File: src/hw/rtl/encoder_count_unwrap_odometry_defines.svh
// ----------------------------------------------------------------------------
// Encoder odometry assertion macros
// Shared concurrent check forms, clocked on clk_i and off while in reset.
// ----------------------------------------------------------------------------
`ifndef ENCODER_COUNT_UNWRAP_ODOMETRY_DEFINES_SVH
`define ENCODER_COUNT_UNWRAP_ODOMETRY_DEFINES_SVH

// Same-cycle implication.
`define ECUO_ASSERT(lbl, ante, cons) \
  lbl: assert property (@(posedge clk_i) disable iff (!rst_ni) (ante) |-> (cons)) \
    else $error("ecuo check failed");

// Next-cycle implication.
`define ECUO_ASSERT_NEXT(lbl, ante, cons) \
  lbl: assert property (@(posedge clk_i) disable iff (!rst_ni) (ante) |=> (cons)) \
    else $error("ecuo check failed");

`endif

File: src/hw/rtl/ecuo_fifo.sv
// ----------------------------------------------------------------------------
// Encoder odometry queue
// Small register queue that decouples the front end from the back end.
// ----------------------------------------------------------------------------
`include "encoder_count_unwrap_odometry_defines.svh"

module ecuo_fifo #(
  parameter int unsigned Width = 8,
  parameter int unsigned Depth = 2
) (
  input  logic             clk_i,
  input  logic             rst_ni,
  input  logic             push_i,
  input  logic [Width-1:0] data_i,
  output logic             full_o,
  input  logic             pop_i,
  output logic [Width-1:0] data_o,
  output logic             empty_o
);
  // Depth must be a power of two so that the pointers wrap naturally; the module does not check this.
  localparam int unsigned PtrW = (Depth > 1) ? $clog2(Depth) : 1;
  localparam int unsigned CntW = $clog2(Depth + 1);

  logic [Width-1:0] mem_q [Depth];
  logic [PtrW-1:0]  wr_ptr_q, wr_ptr_d, rd_ptr_q, rd_ptr_d;
  logic [CntW-1:0]  count_q, count_d;
  logic             do_push, do_pop;

  assign full_o  = (count_q == CntW'(Depth));
  assign empty_o = (count_q == '0);
  assign data_o  = mem_q[rd_ptr_q];
  assign do_push = push_i && !full_o;
  assign do_pop  = pop_i && !empty_o;

  // Pointer and fill count update.
  always_comb begin
    wr_ptr_d = do_push ? wr_ptr_q + 1'b1 : wr_ptr_q;
    rd_ptr_d = do_pop ? rd_ptr_q + 1'b1 : rd_ptr_q;
    count_d  = count_q;
    if (do_push && !do_pop) begin
      count_d = count_q + 1'b1;
    end else if (do_pop && !do_push) begin
      count_d = count_q - 1'b1;
    end
  end

  always_ff @(posedge clk_i or negedge rst_ni) begin
    if (!rst_ni) begin
      wr_ptr_q <= '0;
      rd_ptr_q <= '0;
      count_q  <= '0;
    end else begin
      wr_ptr_q <= wr_ptr_d;
      rd_ptr_q <= rd_ptr_d;
      count_q  <= count_d;
    end
  end

  // Storage needs no reset.
  always_ff @(posedge clk_i) begin
    if (do_push) begin
      mem_q[wr_ptr_q] <= data_i;
    end
  end

  `ECUO_ASSERT(a_count_in_range, 1'b1, count_q <= CntW'(Depth))

endmodule

File: config.mk
export PLATFORM = sky130hd
export DESIGN_NAME = ecuo_fifo
export DESIGN_NICKNAME = d
export VERILOG_FILES = /design/src/hw/rtl/ecuo_fifo.sv
export VERILOG_INCLUDE_DIRS = /design/src /design/src/hw/rtl
export SDC_FILE = /design/constraint.sdc
export NUM_CORES = 1
export LEC_CHECK = 0
export BUFFER_PORTS_ARGS = -buffer_cell sky130_fd_sc_hd__buf_2
export CAP_MARGIN = 20
export CORE_MARGIN = 2
export CORE_UTILIZATION = 30
export CTS_CLUSTER_SIZE = 16
export DETAILED_ROUTE_END_ITERATION = 8
export SLEW_MARGIN = 25
export SYNTH_ARGS = -nofsm -noshare
export SYNTH_HDL_FRONTEND = slang
export SYNTH_SLANG_ARGS = --single-unit
File: constraint.sdc
create_clock -name clk_i -period 1.7 [get_ports clk_i]
set_input_delay 0.255 -clock clk_i [delete_from_list [all_inputs] [get_ports clk_i]]
set_output_delay 0.255 -clock clk_i [all_outputs]
set_load 0.02 [all_outputs]
# Word-level counts from Yosys, hierarchy flattened
# Memory sizes are Yosys's and may differ from the RTL's.
# Cells that the tools add are included.
# word_totals
ram_bits	16
regBits	4
out_inout_bits	10
memories	1
# memory_table
name	depth	width	rd	rd_ports_with_merged_regs	wr	line	rtl
mem_q	2	8	1	0	1	ecuo_fifo.sv:24	logic [Width-1:0] mem_q [Depth];
# classes
eq_ne	1
n_reduce_logical	10
add_sub_neg	4
n_mux	4
# ops
operator	count
$logic_and 1x1->1	4
$logic_not 1->1	4
$mux 2	2
$add 1x1->1 const B	2
$add 2x1->2 const B	1
$eq 2x2->1 const B	1
$logic_not 2->1	1
$mux 1	2
$reduce_bool 2->1	1
$sub 2x1->2 const B	1

# Logic depth before layout (Yosys ltp)
# Gate-level depths: netlist (run 1).
# depth
depth_word	7
ltp_mapped	7
mapped_depth_nobuf	7

# Worst setup path after synthesis (run 1)
# Ideal clock, no wire load.
# synth_path
path_kind	reg-to-reg
start	register count_q[0]
end	memory mem_q[0][0] (enable)
setup_slack_ns	0.308
setup_time_ns	0.370
stages_incl_launch_ff	4
n_path_buf	0
t_arrival_ns	1.022
cell_sequence	dfrtp_1 nand2b_1 nand2_2 nor2_1
# synth_via
elab_chain_len	5
# synth_lines
element	line	rtl
from (decl)	ecuo_fifo.sv:26	logic [CntW-1:0] count_q, count_d;
from (signal assigned)	ecuo_fifo.sv:55	count_q <= count_d;
$eq 2x2->1	ecuo_fifo.sv:29	assign full_o = (count_q == CntW'(Depth));
$logic_not 1->1	ecuo_fifo.sv:32	assign do_push = push_i && !full_o;
$logic_and 1x1->1	ecuo_fifo.sv:32	
$mux 1	ecuo_fifo.sv:61	if (do_push) begin
$mux 1 (not written as such)	ecuo_fifo.sv:62	mem_q[wr_ptr_q] <= data_i;
to (decl)	ecuo_fifo.sv:24	
# Every way passes these cells.

# Worst setup path after layout (run 1)
# layout_path
start	register rd_ptr_q
end	output port data_o[0]
# layout_via
elab_chain_len	1
# layout_lines
element	line	rtl
from (decl)	ecuo_fifo.sv:25	logic [PtrW-1:0] wr_ptr_q, wr_ptr_d, rd_ptr_q, rd_ptr_d;
from (signal assigned)	ecuo_fifo.sv:54	rd_ptr_q <= rd_ptr_d;
$mem_v2 2x8	n/a	
to (decl)	ecuo_fifo.sv:17	output logic [Width-1:0] data_o,
# Every way passes these cells.

==> results of run 1 <==
-- layer usage --
layer	GRT usage, %	part of all wire [%]	vias to the layer above
met4	3.66	1.1	0
met2	14.1	44	19
met3	4.84	9.9	2
met5	0	0	-
li1	-	-	213
met1	10.6	44	190
-- how the worst max path moves through the flow --
| stage | from | to | slack [ps] | cells past startpoint |
|---|---|---|---|---|
| after floorplan | count_q[0] | mem_q[0][0] | 310 | 3 |
| after global placement | count_q[0] | count_q[1] | 270 | 7 |
| after detailed placement | count_q[0] | count_q[1] | 230 | 7 |
| after CTS | rd_ptr_q | data_o[0] | 80 | 2 |
| after global routing | rd_ptr_q | data_o[0] | 40 | 2 |
| final | rd_ptr_q | data_o[0] | 120 | 2 |
-- flip-flops by register name, summed over array words and instances, names as in the netlist --
signal,cells
wr_ptr_q,1
rd_ptr_q,1
mem_q,16
count_q,2
-- cell type report --
type | instances | share of cell area [%]
clock buffers | 3 | 2.27
inverters | 2 | 0.758
multi-input cells | 21 | 19.1
clock inverters | 1 | 3.03
well taps | 30 | 3.79
flip-flops and latches | 20 | 58.7
repair buffers | 23 | 12.4
-- where the power goes --
part	total [W]	internal (W)	switching, W
clock	0.000379	0.000238	0.000141
sequential	0.000792	0.000687	0.000106
combinational	0.000592	0.000264	0.000329
-- logic make-up after synthesis --
family / Yosys count / synth area share, %
XOR/XNOR: 5 / 6.56
AND/OR/NAND/NOR: 6 / 3.84
buffers and inverters: 3 / 1.60
AO/OA/AOI/OAI: 1 / 0.639
flip-flops: 20 / 74.2
multiplexers: 8 / 11.5
adder cells (fa/ha/maj): 1 / 1.60
-- per-stage QoR --
step / std cells / power (W) / utilization [%] / instance area [µm²] / setup WS (ps)
detailed placement: 95 / 0.00141 / 37.4 / 927 / 232
floorplan: 44 / 0.00122 / - / 782 / 308
global route: 100 / 0.00188 / 40.0 / 991 / 42.2
global placement: 95 / 0.00139 / 37.4 / 927 / 268
CTS: 100 / 0.00180 / 40.0 / 991 / 81.1
finish: 100 / 0.00176 / 40.0 / 991 / 116
-- worst max-delay path, delay by kind of cell, from the launching register on --
family,cells,cell delay [ps]
DFF,1,510
muxes,1,360
buffers and inverters,1,160
-- cell usage in the layout, fill, tap and decap left out --
cell,netlist,final
and3_1,1,1
buf_2,1,21
buf_4,0,1
bufinv_16,0,1
clkbuf_4,0,3
dfrtp_1,4,3
dfrtp_2,0,1
dlygate4sd3_1,0,1
edfxtp_1,16,16
ha_1,1,1
inv_1,2,2
mux2_1,6,6
mux2_2,2,2
nand2_2,1,1
nand2b_1,1,1
nor2_1,3,3
o21ai_1,1,1
xnor2_1,2,2
xnor2_2,1,1
xor2_1,2,2
-- repair_timing --
item                                    4_1_cts  5_1_grt
hold buffers                                  1        0
resized for setup                             1        0
endpoints found under the setup margin        8        0
buffers inserted                              0        0
endpoints found under the hold margin         4        0
==> impl_metrics.toml, run 1 <==
[yosys]
netlist.area_leader.share_pct = 61.4
synthArstFlopShare_pct = 20.0
synth_edf_count = 16
synth_area_um2 = 782
synth_top_cell_by_area = "edfxtp_1"
syn_nets = 57
synth_warnings = 0
yosysMostFrequentCell = "edfxtp_1"
synth_commonest_cells = "edfxtp_1, mux2_1, dfrtp_1"
ys.flop_type = "edfxtp_1"
ys_seq_area_share_pct = 74.2
syn_inst = 44
synth_area_leaders = "edfxtp_1, dfrtp_1, mux2_1, mux2_2, xnor2_1"
ys_ff_latch = 20
syn_area_per_cell_um2 = 17.8
synth_cell_types = 15

[setup_path]
critPathKind = "reg -> out"
cp_cell_sequence = "mux2_2, buf_2"
worst-endpoint-arrival_ps = 1330
cp_slowest_cell = "dfrtp_2"
r2r_slack_ps = 210
worstReg2RegStart = "count_q[0]"
critPathRequiredTime_ps = 1440
critPathLaunchType = "flip-flop"
r2r_end = "count_q[1]"
critical_path.max_fanout = 9
worst-r2r-cell-count = 7
cp-end-kind = "primary output"
slowest_delay_ps = 510

[sta]
fin_setup_tns_ps = 0
finalSetupViolCount = 0
slew_viol_final = 0
min_period_over_period_pct = 93.2
hold_viol = 0
max_freq_mhz = 631
period_needed_ps = 1580
tightest_slew_ps = 384
holdWs_ps = 142
fin_skew_ps = 1.75
rsz0062_at_grt = "no"
max_slew_margin_pct = 74.4

[global_route]
first_global_vias = 406
grt_max_degree = 13
grt_use_total_pct = 9.12
antenna_found_initial = 0
overflow = 0
grt_first_pass_wirelength_mm = 1.77

[job]
maxCapViolations = 0

[routing]
via_per_inst = 4.24
dr.first_iter.drc_count = 5
firstDrtPassIters = 2
drtAntennaViolNets = 0
via_count = 424
wl_per_cell_um = 12.0
remaining_drc_errors = 0
totalWireLength_mm = 1.20

[floorplan]
core_um2 = 2480
io_pins = 22
die_h_um = 55.1
rows = 18
initial_utilization_pct = 31.6
die_area_um2 = 3030
die_w_um = 55.1

[finish]
nNetsFinal = 84
seqCellArea_um2 = 582
drive_above_1_share_pct = 44.3
area_growth_pct = 26.7
n_antenna_cell = 0
fillers = 243
multi_input_area_um2 = 189

[power_and_ir_drop]
power_density_nw_per_um2 = 1780
vdd.ir_drop.worst_mv = 1.15
p_leak_nw = 0.411

[clocking]
cts_tree = "done"
path_clk_slew_ps = 110
cts_made_buffers = 3
ctsLongestPathBuffers = 2
root_buffer = "clkbuf_4"
cts_num_sinks = 20
clock_latency_ps = 300
htreeDepth = 1

[status]
status = "completed"

[hold_path]
min_path_type = "in -> reg"
whs_path_depth = 1
min_to = "mem_q[0][3]"
hp-start = "data_i[3]"

[placed_design]
io_buffers = 21
gp_congestion = 0.601
Note: power is estimated with default switching activity, not from simulation.
==> run 2: changes to the inputs <==
- RECOVER_POWER: unset -> 50
==> run 2 against run 1 <==
Compared with the run above: core utilization shrank 0.40 points; global-route usage is the same; setup slack lost 0.60 ps; combinational power shrank 2%; first-iteration DRC count is the same; sequential power is essentially flat; hold slack is essentially flat; sequential share of layout area grew 0.60 points; total power shrank 0.69%; wire length grew 0.25%; register-to-register slack lost 80 ps; clock power is essentially flat.
==> impl_metrics.toml, run 2 (synthesized netlist as in run 1, its figures left out) <==
[sta]
finalSetupViolCount = 0
max_slew_margin_pct = 68.5
tightest_slew_ps = 473
rsz0062_at_grt = "no"
fin_setup_tns_ps = 0
period_needed_ps = 1580
max_freq_mhz = 631
min_period_over_period_pct = 93.2
fin_skew_ps = 1.47
hold_viol = 0
slew_viol_final = 0

[clocking]
cts_num_sinks = 20
cts_made_buffers = 3
path_clk_slew_ps = 110
htreeDepth = 1
root_buffer = "clkbuf_4"
cts_tree = "done"
ctsLongestPathBuffers = 2
clock_latency_ps = 300

[finish]
drive_above_1_share_pct = 37.1
reg_top3 = "mem_q x16, count_q x2"
largest_register_ffs = 16
area_growth_pct = 25.4
final_cell_mix = "buf_2, edfxtp_1, mux2_1, clkbuf_1"
n_antenna_cell = 0
top_register = "mem_q"
final_common_cell = "buf_2"
nNetsFinal = 84

[global_route]
grt_use_total_pct = 9.12
antenna_found_initial = 0
first_global_vias = 406
grt_first_pass_wirelength_mm = 1.77
grt_max_degree = 13
overflow = 0

[floorplan]
initial_utilization_pct = 31.6
die_h_um = 55.1
rows = 18
die_area_um2 = 3030
die_w_um = 55.1
core_um2 = 2480
io_pins = 22

[hold_path]
min_to = "mem_q[0][3]"
min_path_type = "in -> reg"
whs_path_depth = 1
hp-start = "data_i[3]"

[setup_path]
critical_path.max_fanout = 9
cp_slowest_cell = "dfrtp_2"
r2r_slack_ps = 130
r2r_end = "mem_q[0][7]"
worst-r2r-cell-count = 4
critPathRequiredTime_ps = 1440
slowest_delay_ps = 510
critPathBufInv = 1
cp.depth = 2
cp_cell_sequence = "mux2_2, buf_2"
crit_start = "rd_ptr_q"
crit_family = "flip-flops"
critPathKind = "reg -> out"
cp-end-kind = "primary output"
critPathLaunchType = "flip-flop"
worstReg2RegStart = "count_q[0]"
worst-endpoint-arrival_ps = 1330

[power_and_ir_drop]
total_power_w = 0.00175
power_density_nw_per_um2 = 1790
vdd.ir_drop.worst_mv = 1.15
p_leak_nw = 0.398

[routing]
drtAntennaViolNets = 0
remaining_drc_errors = 0
via_count = 422
totalWireLength_mm = 1.20
dr.first_iter.drc_count = 5
wl_per_cell_um = 12.0
firstDrtPassIters = 2
via_per_inst = 4.22

[placed_design]
io_buffers = 21
gp_congestion = 0.601

[status]
status = "completed"

[job]
maxCapViolations = 0
==> run 2: layer usage <==
metal / up-vias / wire [µm] / GRT usage (%)
li1: 212 / - / -
met4: 0 / 13 / 3.66
met2: 19 / 534 / 14.1
met1: 189 / 535 / 10.6
met5: - / 0 / 0
met3: 2 / 118 / 4.84
==> run 2: final cells by class <==
type                    count  area, µm²
clock buffers               3       22.5
clock inverters             1       30.0
fillers                   247       1500
inverters                   2       7.51
multi-input cells          21        186
flip-flops and latches     20        582
well taps                  30       37.5
repair buffers             23        115
==> run 2: worst max path at each step <==
stage / endpoint
after global routing: mem_q[0][7]
after global placement: count_q[1]
after detailed placement: count_q[1]
after floorplan: mem_q[0][0]
after CTS: data_o[0]
final: data_o[0]
==> run 2: worst register-to-register path, cell delays in order, from the launching register on <==
cell and delay [ps]:
dfrtp_1 440, nand2b_1 170, nand2_1 130, nor2_1 100
clkbuf_1 390
==> run 2: metrics by stage <==
step	instances	setup slack, ps	area [µm²]	util, %	hold slack, ps
final	100	116	981	39.6	142
after global routing	100	21.2	981	39.6	121
after CTS	100	81.1	991	40.0	131
after detailed placement	95	232	927	37.4	69.1
after global placement	95	268	927	37.4	68.3
after floorplan	44	308	782	-	-40.6
==> run 2: where the power goes <==
part	internal [W]	total [W]	switching [W]	leakage, nW
registers	0.000687	0.000792	0.000104	0.194
logic	0.000254	0.000581	0.000327	0.176
clock network	0.000238	0.000380	0.000142	0.0279
total	0.00118	0.00175	0.000573	0.398
==> run 2: repair_timing <==
item / 4_1_cts / 5_1_grt
gates resized for setup: 1 / 0
setup endpoints to repair: 8 / 0
hold endpoints to repair: 4 / 0
setup buffers: 0 / 0
hold buffers: 1 / 0
