`config.mk`:
```
export PLATFORM = sky130hd
export DESIGN_NAME = ecuo_front
export DESIGN_NICKNAME = d
export VERILOG_FILES = /design/src/hw/rtl/encoder_count_unwrap_odometry_defines.svh /design/src/hw/rtl/ecuo_pkg.sv /design/src/hw/rtl/ecuo_front.sv
export SDC_FILE = /design/constraint.sdc
export NUM_CORES = 1
export LEC_CHECK = 0
export BUFFER_PORTS_ARGS = -buffer_cell sky130_fd_sc_hd__buf_4
export CORE_MARGIN = 4
export CORE_UTILIZATION = 62
export CTS_CLUSTER_SIZE = 12
export DETAILED_ROUTE_END_ITERATION = 8
export PLACE_DENSITY = 0.94
export SKIP_CTS_REPAIR_TIMING = 1
export SYNTH_ARGS = -nofsm -noshare
export SYNTH_HDL_FRONTEND = slang
export SYNTH_SLANG_ARGS = --single-unit
```
`constraint.sdc`:
```
create_clock -name clk_i -period 13 [get_ports clk_i]
set_clock_uncertainty 0.05 [all_clocks]
set_input_delay 1.95 -clock clk_i [delete_from_list [all_inputs] [get_ports clk_i]]
set_output_delay 1.95 -clock clk_i [all_outputs]
set_load 0.05 [all_outputs]
```
`src/hw/rtl/encoder_count_unwrap_odometry_defines.svh`:
```
// ----------------------------------------------------------------------------
// Encoder odometry assertion macros
// Shared concurrent check forms, clocked on clk_i and off while in reset.
// ----------------------------------------------------------------------------
`ifndef ENCODER_COUNT_UNWRAP_ODOMETRY_DEFINES_SVH
`define ENCODER_COUNT_UNWRAP_ODOMETRY_DEFINES_SVH

// Same-cycle implication.
`define ECUO_ASSERT(lbl, ante, cons) \
  lbl: assert property (@(posedge clk_i) disable iff (!rst_ni) (ante) |-> (cons)) \
    else $error("ecuo check failed");

// Next-cycle implication.
`define ECUO_ASSERT_NEXT(lbl, ante, cons) \
  lbl: assert property (@(posedge clk_i) disable iff (!rst_ni) (ante) |=> (cons)) \
    else $error("ecuo check failed");

`endif

```
`src/hw/rtl/ecuo_pkg.sv`:
```
// ----------------------------------------------------------------------------
// Encoder odometry package
// Shared types, register indexes and scaling constants.
// ----------------------------------------------------------------------------
package ecuo_pkg;

  // Default accumulator width.
  localparam int unsigned AccumWidthDef = 48;
  // Depth of the queue between front and back end.
  localparam int unsigned QueueDepth    = 2;

  // Beat widths.
  localparam int unsigned InDataW  = 40;
  localparam int unsigned OutDataW = 360;
  localparam int unsigned CfgIdxW  = 3;
  localparam int unsigned CfgDataW = 31;

  // Register indexes.
  localparam logic [CfgIdxW-1:0] RegMode      = 3'd0;
  localparam logic [CfgIdxW-1:0] RegThreshold = 3'd1;
  localparam logic [CfgIdxW-1:0] RegEdgeMult  = 3'd2;
  localparam logic [CfgIdxW-1:0] RegGear      = 3'd3;
  localparam logic [CfgIdxW-1:0] RegLines     = 3'd4;
  localparam logic [CfgIdxW-1:0] RegRadius    = 3'd5;
  localparam logic [CfgIdxW-1:0] RegPeriod    = 3'd6;

  // Scaling constants.
  localparam logic [31:0] TwoPiQ29 = 32'd3373259426;
  localparam logic [63:0] MulRot   = 64'd1 << 24;
  localparam logic [63:0] MulAngle = 64'd360 << 24;
  localparam logic [63:0] MulRpm   = 64'd60000 << 24;
  localparam logic signed [47:0] OutMax = 48'sh7FFF_FFFF_FFFF;
  localparam logic signed [47:0] OutMin = 48'sh8000_0000_0000;

  // Settings used by the back end.
  typedef struct packed {
    logic [2:0]  edge_multiple;
    logic [15:0] gear_ratio_q8;
    logic [15:0] lines_per_rev;
    logic [15:0] wheel_radius_q8;
    logic [15:0] sample_period_ms;
  } scale_cfg_t;

  // One classified sample passed from front to back.
  typedef struct packed {
    logic signed [63:0] acc;
    logic signed [47:0] total;
    logic signed [31:0] wrap;
    logic signed [32:0] step;
    logic               down;
    logic               clr;
  } item_t;

  // Result beat, lowest field last.
  typedef struct packed {
    logic [4:0]         pad;
    logic               clear_counter;
    logic signed [47:0] linear_speed_q16;
    logic signed [47:0] speed_rpm_q16;
    logic signed [47:0] distance_q16;
    logic signed [47:0] angle_q16;
    logic signed [47:0] rotations_q16;
    logic signed [31:0] wrap_count;
    logic signed [47:0] total_count;
    logic signed [32:0] step_count;
    logic               direction;
  } result_t;

endpackage

```
`src/hw/rtl/ecuo_front.sv`:
```
// ----------------------------------------------------------------------------
// Encoder odometry front end
// Takes counter samples, unwraps the step, keeps the overflow tally and the
// saturating total, and pushes one classified item per sample to the queue.
// ----------------------------------------------------------------------------
module ecuo_front #(
  parameter int unsigned AccumWidth = ecuo_pkg::AccumWidthDef
) (
  input  logic                  clk_i,
  input  logic                  rst_ni,
  input  logic                  mode_i,
  input  logic [30:0]           jump_threshold_i,
  input  logic                  in_valid_i,
  output logic                  in_ready_o,
  input  logic [31:0]           counter_value_i,
  input  logic                  counting_down_i,
  output logic                  push_o,
  output ecuo_pkg::item_t       item_o,
  input  logic                  full_i
);
  import ecuo_pkg::*;

  localparam logic signed [33:0] SpanShort = 34'sh0_0001_0000;
  localparam logic signed [33:0] SpanLong  = 34'sh1_0000_0000;

  // Persistent state.
  logic [31:0]                  prev_q, prev_d;
  logic [31:0]                  tally_q, tally_d;
  logic signed [AccumWidth-1:0] acc_q, acc_d;

  // Stage one holding register.
  logic               s1_valid_q, s1_valid_d;
  logic signed [32:0] s1_step_q, s1_step_d;
  logic [31:0]        s1_wrap_q, s1_wrap_d;
  logic               s1_down_q, s1_down_d;
  logic               s1_clr_q, s1_clr_d;

  logic                         accept;
  logic signed [33:0]           diff, thr, span, step_w;
  logic signed [AccumWidth:0]   sum;
  logic signed [63:0]           acc64;

  assign push_o     = s1_valid_q && !full_i;
  assign in_ready_o = !s1_valid_q || push_o;
  assign accept     = in_valid_i && in_ready_o;

  // Step classification: clear mode or unwrapped difference.
  always_comb begin
    diff    = $signed({2'b00, counter_value_i}) - $signed({2'b00, prev_q});
    thr     = $signed({3'b000, jump_threshold_i});
    span    = (|prev_q[31:16] || |counter_value_i[31:16]) ? SpanLong : SpanShort;
    step_w  = diff;
    tally_d = tally_q;
    prev_d  = prev_q;
    if (!mode_i) begin
      step_w = 34'($signed(counter_value_i[15:0]));
    end else if (diff > thr) begin
      step_w  = diff - span;
      tally_d = tally_q - 32'd1;
    end else if (diff < -thr) begin
      step_w  = diff + span;
      tally_d = tally_q + 32'd1;
    end
    if (accept) begin
      prev_d = mode_i ? counter_value_i : 32'd0;
    end else begin
      tally_d = tally_q;
    end
    s1_valid_d = accept ? 1'b1 : (push_o ? 1'b0 : s1_valid_q);
    s1_step_d  = accept ? step_w[32:0] : s1_step_q;
    s1_wrap_d  = accept ? tally_d : s1_wrap_q;
    s1_down_d  = accept ? counting_down_i : s1_down_q;
    s1_clr_d   = accept ? !mode_i : s1_clr_q;
  end

  // Saturating accumulation, done as the item enters the queue.
  always_comb begin
    sum = $signed({acc_q[AccumWidth-1], acc_q}) + (AccumWidth + 1)'(s1_step_q);
    if (sum[AccumWidth] != sum[AccumWidth-1]) begin
      acc_d = sum[AccumWidth] ? {1'b1, {(AccumWidth-1){1'b0}}}
                              : {1'b0, {(AccumWidth-1){1'b1}}};
    end else begin
      acc_d = sum[AccumWidth-1:0];
    end
    if (!push_o) begin
      acc_d = acc_q;
    end
    acc64 = 64'(acc_d);
    item_o.acc  = acc64;
    item_o.step = s1_step_q;
    item_o.wrap = s1_wrap_q;
    item_o.down = s1_down_q;
    item_o.clr  = s1_clr_q;
    if (acc64 > 64'(OutMax)) begin
      item_o.total = OutMax;
    end else if (acc64 < 64'(OutMin)) begin
      item_o.total = OutMin;
    end else begin
      item_o.total = acc64[47:0];
    end
  end

  always_ff @(posedge clk_i or negedge rst_ni) begin
    if (!rst_ni) begin
      prev_q     <= '0;
      tally_q    <= '0;
      acc_q      <= '0;
      s1_valid_q <= 1'b0;
    end else begin
      prev_q     <= prev_d;
      tally_q    <= tally_d;
      acc_q      <= acc_d;
      s1_valid_q <= s1_valid_d;
    end
  end

  always_ff @(posedge clk_i) begin
    s1_step_q <= s1_step_d;
    s1_wrap_q <= s1_wrap_d;
    s1_down_q <= s1_down_d;
    s1_clr_q  <= s1_clr_d;
  end

endmodule

```
# Word level (Yosys, flattened, before mapping)
# Index checks and enable logic that the tools add are counted.
dict set report word_totals {
  register_bits 180
  in_bits 69
  output_inout_bits 181
  elab_cells 46
}
dict set report op_classes {
  n_addsub 7
  n_lt_le_gt_ge 4
  eq_ne 1
  n_mux 16
  reduce_logical 10
}
# op count
set ops {}
lappend ops {{48-bit two-way mux} 5}
lappend ops {{32-bit two-way mux} 5}
lappend ops {{33-bit two-way mux} 4}
lappend ops {{48-bit by 33-bit adder with 49-bit output} 1}
lappend ops {{48-bit > comparator (second input constant)} 1}
lappend ops {{48-bit less-than comparator (second input constant)} 1}
lappend ops {{33-bit by 34-bit less-than comparator with 1-bit output} 1}
lappend ops {{31-bit negator with 34-bit output} 1}
lappend ops {{33-bit adder} 1}
lappend ops {{33-bit by 32-bit > comparator with 1-bit output} 1}
lappend ops {{32-bit by 32-bit subtractor with 33-bit output} 1}
lappend ops {{33-bit subtractor} 1}
lappend ops {{32-bit by 1-bit adder with 32-bit output (second input constant)} 1}
lappend ops {{16-bit OR reduction} 2}
lappend ops {{32-bit by 1-bit subtractor with 32-bit output (second input constant)} 1}
lappend ops {{1-bit logical NOT} 3}
lappend ops {{1-bit logical AND} 2}
lappend ops {{1-bit logical OR} 2}
lappend ops {{1-bit two-way mux} 2}
lappend ops {{2-bit nonzero test} 1}
lappend ops {{1-bit != test} 1}

# Longest topological paths before layout
dict set report logic_depth {
  word_depth 7
  depth_mapped 28
  ltp_nobuf 26
}

# Least setup slack after synthesis
# Ideal clock, no wire load.
dict set report synth_path {
  path_kind {input-to-reg}
  from {input counter_value_i[1]}
  to {register s1_wrap_q[31] (data pin)}
  setup_ps 278
  arrival_ps 7040
  required_ps 12672
  path_slack_ps 5632
  path_stages 25
  n_path_buf 1
  path_cell_list {ha_1 > nor2b_1 > o31a_1 > o21ai_1 > a21o_1 > a21boi_0 > or2_2 > a21oi_1 > o21bai_1 > a21oi_1 > xnor2_1 > ha_1 > nand4_1 > nor4_1 > o21ai_0 > a31oi_1 > o311ai_2 > a221oi_1 > or3_4 > a211oi_2 > or3_1 > buf_6 > o21a_1 > o21a_1 > or4b_1}
}
dict set report synth_between {
  elab_chain_len 6
  elab_cells_between_ends 7
  classes_between {add/sub: 1; order compare: 2; mux: 4}
}
# element line_no
set synth_lines {}
lappend synth_lines {{from (decl)} ecuo_front.sv:15} ;# input logic [31:0] counter_value_i,
lappend synth_lines {{32-bit by 32-bit subtractor with 33-bit output *} ecuo_front.sv:49} ;# diff = $signed({2'b00, counter_value_i}) - $signed({2'b00, prev_q});
lappend synth_lines {{33-bit by 34-bit less-than comparator with 1-bit output} ecuo_front.sv:60} ;# end else if (diff < -thr) begin
lappend synth_lines {{32-bit two-way mux} ecuo_front.sv:60}
lappend synth_lines {{32-bit two-way mux *} ecuo_front.sv:57} ;# end else if (diff > thr) begin
lappend synth_lines {{32-bit two-way mux *} ecuo_front.sv:55} ;# if (!mode_i) begin
lappend synth_lines {{32-bit two-way mux *} ecuo_front.sv:64} ;# if (accept) begin
lappend synth_lines {{named net tally_d[31]} ecuo_front.sv:28} ;# logic [31:0] tally_q, tally_d;
lappend synth_lines {{to (signal assigned)} ecuo_front.sv:119} ;# s1_wrap_q <= s1_wrap_d;
lappend synth_lines {{to (decl)} ecuo_front.sv:34} ;# logic [31:0] s1_wrap_q, s1_wrap_d;
# Mark *: on every way through the listed nets, which the timed path passes. The rest lies on a longest branch.
# A chain may end at the register's enable or synchronous reset.

==> results.cfg <==
[outcome]
outcome = finished clean

[logic_synthesis]
yosys.area.top_type_share_pct = 18.63
ys_async_sr_fraction_pct = 62.78
syn_nets = 1987
synth-edff-count = 67
netlist_area_mm2 = 0.01518
synth_cell_types = 82
ys_seq_area_share_pct = 31.88
yosysTopAreaCell = dfrtp_1
synthCells = 1769
ys_seq_elements = 180
yosys_warnings = 0
avgSynthCellArea_um2 = 8.581
synthTopCellsByArea = dfrtp_1 19%, edfxtp_1 13%, ha_1 12%, a21oi_1 6.1%, xnor2_1 5.1%
synth_ff_type = dfrtp_1

[critical_path]
reg2reg_slack_ps = 5860
path_max_fanout = 30
cp-start-kind = flop
r2r_cells = 26
end_kind = output pin
crit_required_ps = 11000
critPathKind = flop to output pin
cp.arrival_ps = 6910

[power_and_ir_drop]
p_leak_nw = 7.937
p_int_mw = 2.026
powerDensity_mw_per_mm2 = 259.6
comb_power_share_pct = 69.4
p_clk_share_pct = 12.1
seq_power_share_pct = 18.5
p_sw_mw = 2.570
swShare_pct = 55.91
peakVddDrop_uv = 219.5

[global_routing]
antenna_found_initial = 1
grt-ovfl-total = 0
grt_pass1_wl_um = 71940
grt_max_degree = 77
track_usage_pct = 33.06
grt_pass1_vias = 13970

[sta]
max_freq_mhz = 112.3
relSlewSlack_pct = 30.96
setup_viol = 0
slew_viol_final = 0
rsz0062_at_grt = false
hold_violations = 0
min_period_over_period_pct = 68.52
tightest_slew_ps = 1032
finalCriticalPeriod_ps = 8907
setup_tns_ps = 0

[min_path]
holdPathStages = 2
hold_path.class = flop to flop

[route]
dr.pass1.iters = 6
wl_per_cell_um = 20.06
ant_nets = 0
route.detailed.drc = 0
vias = 14890
drt_iter0_drc = 1561
viasPerCell = 6.490
finalWirelength_um = 46030

[finish]
drive_above_1_share_pct = 17.22
num-nets-final = 2180
n_antenna_cell = 0
utilization_pct = 74.53
fill_cells = 1768
synthToLayoutAreaGrowth_pct = 16.62

[die]
die-area_mm2 = 0.02705
die_x_um = 164.5
io_pins = 250
core_area_mm2 = 0.02375
die_h_um = 164.5
rows = 56
start_util_pct = 63.91

[cts]
cts_buffers = 17
clkTransAtPathRegs_ps = 80
cts_tree = done
ctsHtreeMaxLevel = 4
cts_buffer_depth = 2
cts-root-buf = clkbuf_16
clk_latency_ps = 450
cts.sinks = 180

[placement]
gp_congestion = 0.9665
io_buffers = 249
hpwl_um = 34880

[run]
cap_violations = 0
## Yosys cell counts (all sizes together), types with 11 or more instances
master	n
o21bai	11
xnor2	90
inv	107
dfrtp	113
a21o	84
a21oi	187
xor2	46
mux2i	12
o21a	13
nand2b	11
nor2	125
a211oi	13
edfxtp	67
nand2	125
buf	41
or3	24
ha	147
o21ai	100
and3	28
nor4	34
nor3	48
clkbuf	42
nand3	90
mux2	14
nor2b	16
nand4	33
## placed cells by master (no fill, tap or decap), types with 32 or more instances in the layout
master and count:
nand2_1 125, ha_1 147, edfxtp_1 67, nor3_1 47, nor4_1 34, nor2_1 124
dfrtp_1 113, o21ai_0 96, nand4_1 32, xor2_1 46, inv_1 106, nand3_1 90
a21oi_1 184, buf_4 257, xnor2_1 89, a21o_1 84
## power by group through the flow
stage / logic, mW / registers (mW) / clock network, mW
6_report: 3.19 / 0.852 / 0.555
5_1_grt: 3.40 / 0.863 / 0.578
4_1_cts: 3.15 / 0.847 / 0.553
3_5_place_dp: 3.12 / 0.854 / 0
3_3_place_gp: 3.06 / 0.851 / 0
2_1_floorplan: 2.27 / 0.901 / 0
## final cells by class
type / instances / area, um^2 / share of cell area (%)
sequential: 180 / 4840 / 27.34
tap: 319 / 399.1 / 2.255
clock inverter: 13 / 156.4 / 0.8835
timing repair buffer: 257 / 1929 / 10.90
inverter: 108 / 407.9 / 2.304
multi-input combinational: 1398 / 9515 / 53.75
clock buffer: 19 / 454.2 / 2.566
## flip-flops by register name, summed over array words and instances (netlist names)
name and flops:
acc_q 48, prev_q 32, s1_clr_q 1, s1_down_q 1, s1_step_q 33, s1_valid_q 1
s1_wrap_q 32, tally_q 32
## stage by stage
step           area (um^2)  setup WS (ps)  instances  total power [mW]  hold WS, ps
2_1_floorplan        15180           5632       1769             3.176        402.6
3_3_place_gp         17090           4573       2262             3.907        432.1
3_5_place_dp         17090           4358       2262             3.975        442.5
4_1_cts              17700           4214       2294             4.551        468.3
5_1_grt              17700           3729       2294             4.844        503.0
6_report             17700           4093       2294             4.596        471.7
## critical path: stages, from the launching register on
cell       delay, ps
edfxtp_1         440
ha_1             200
inv_1             60
fa_1             390
nor2b_1          130
o21ai_0          100
a21oi_1          230
o21ai_0          210
a2111oi_0        630
o21ai_0          270
a31oi_1          470
a31oi_1          290
o31ai_1          760
a221o_1          330
o31a_1           590
buf_4            450
o21ai_0          270
a21oi_1          350
buf_4            260
## path summary, 6_finish.rpt
| kind | start | to |
|---|---|---|
| hold reg to reg | prev_q[0] | prev_q[0] |
| setup / recovery | s1_step_q[0] | item_o[136] |
| hold / removal | prev_q[0] | prev_q[0] |
| min in group asynchronous | rst_ni | acc_q[3] |
| setup reg to reg | prev_q[1] | s1_step_q[29] |
| max in group asynchronous | rst_ni | tally_q[0] |
## cells by family (layout without fill, tap and decap cells)
family / Yosys count / in the layout / share of synthesized area [%]
flip-flops: 180 / 180 / 31.88
AO/OA/AOI/OAI: 508 / 508 / 21.29
multiplexers: 26 / 26 / 1.830
buffers and inverters: 191 / 397 / 5.481
XOR/XNOR: 136 / 136 / 7.971
AND/OR/NAND/NOR: 579 / 579 / 19.16
adder cells (fa/ha/maj): 149 / 149 / 12.38
## metal layers
| layer | GRT usage, % | share of wire (%) | up-vias |
|---|---|---|---|
| met1 | 43.22 | 40 | 7106 |
| li1 | - | - | 6869 |
| met3 | 5.366 | 9.5 | 115 |
| met5 | 0 | 0.020 | - |
| met4 | 11.08 | 3.2 | 2 |
| met2 | 56.16 | 47 | 795 |
No activity file was read; power rests on OpenSTA's default activity.
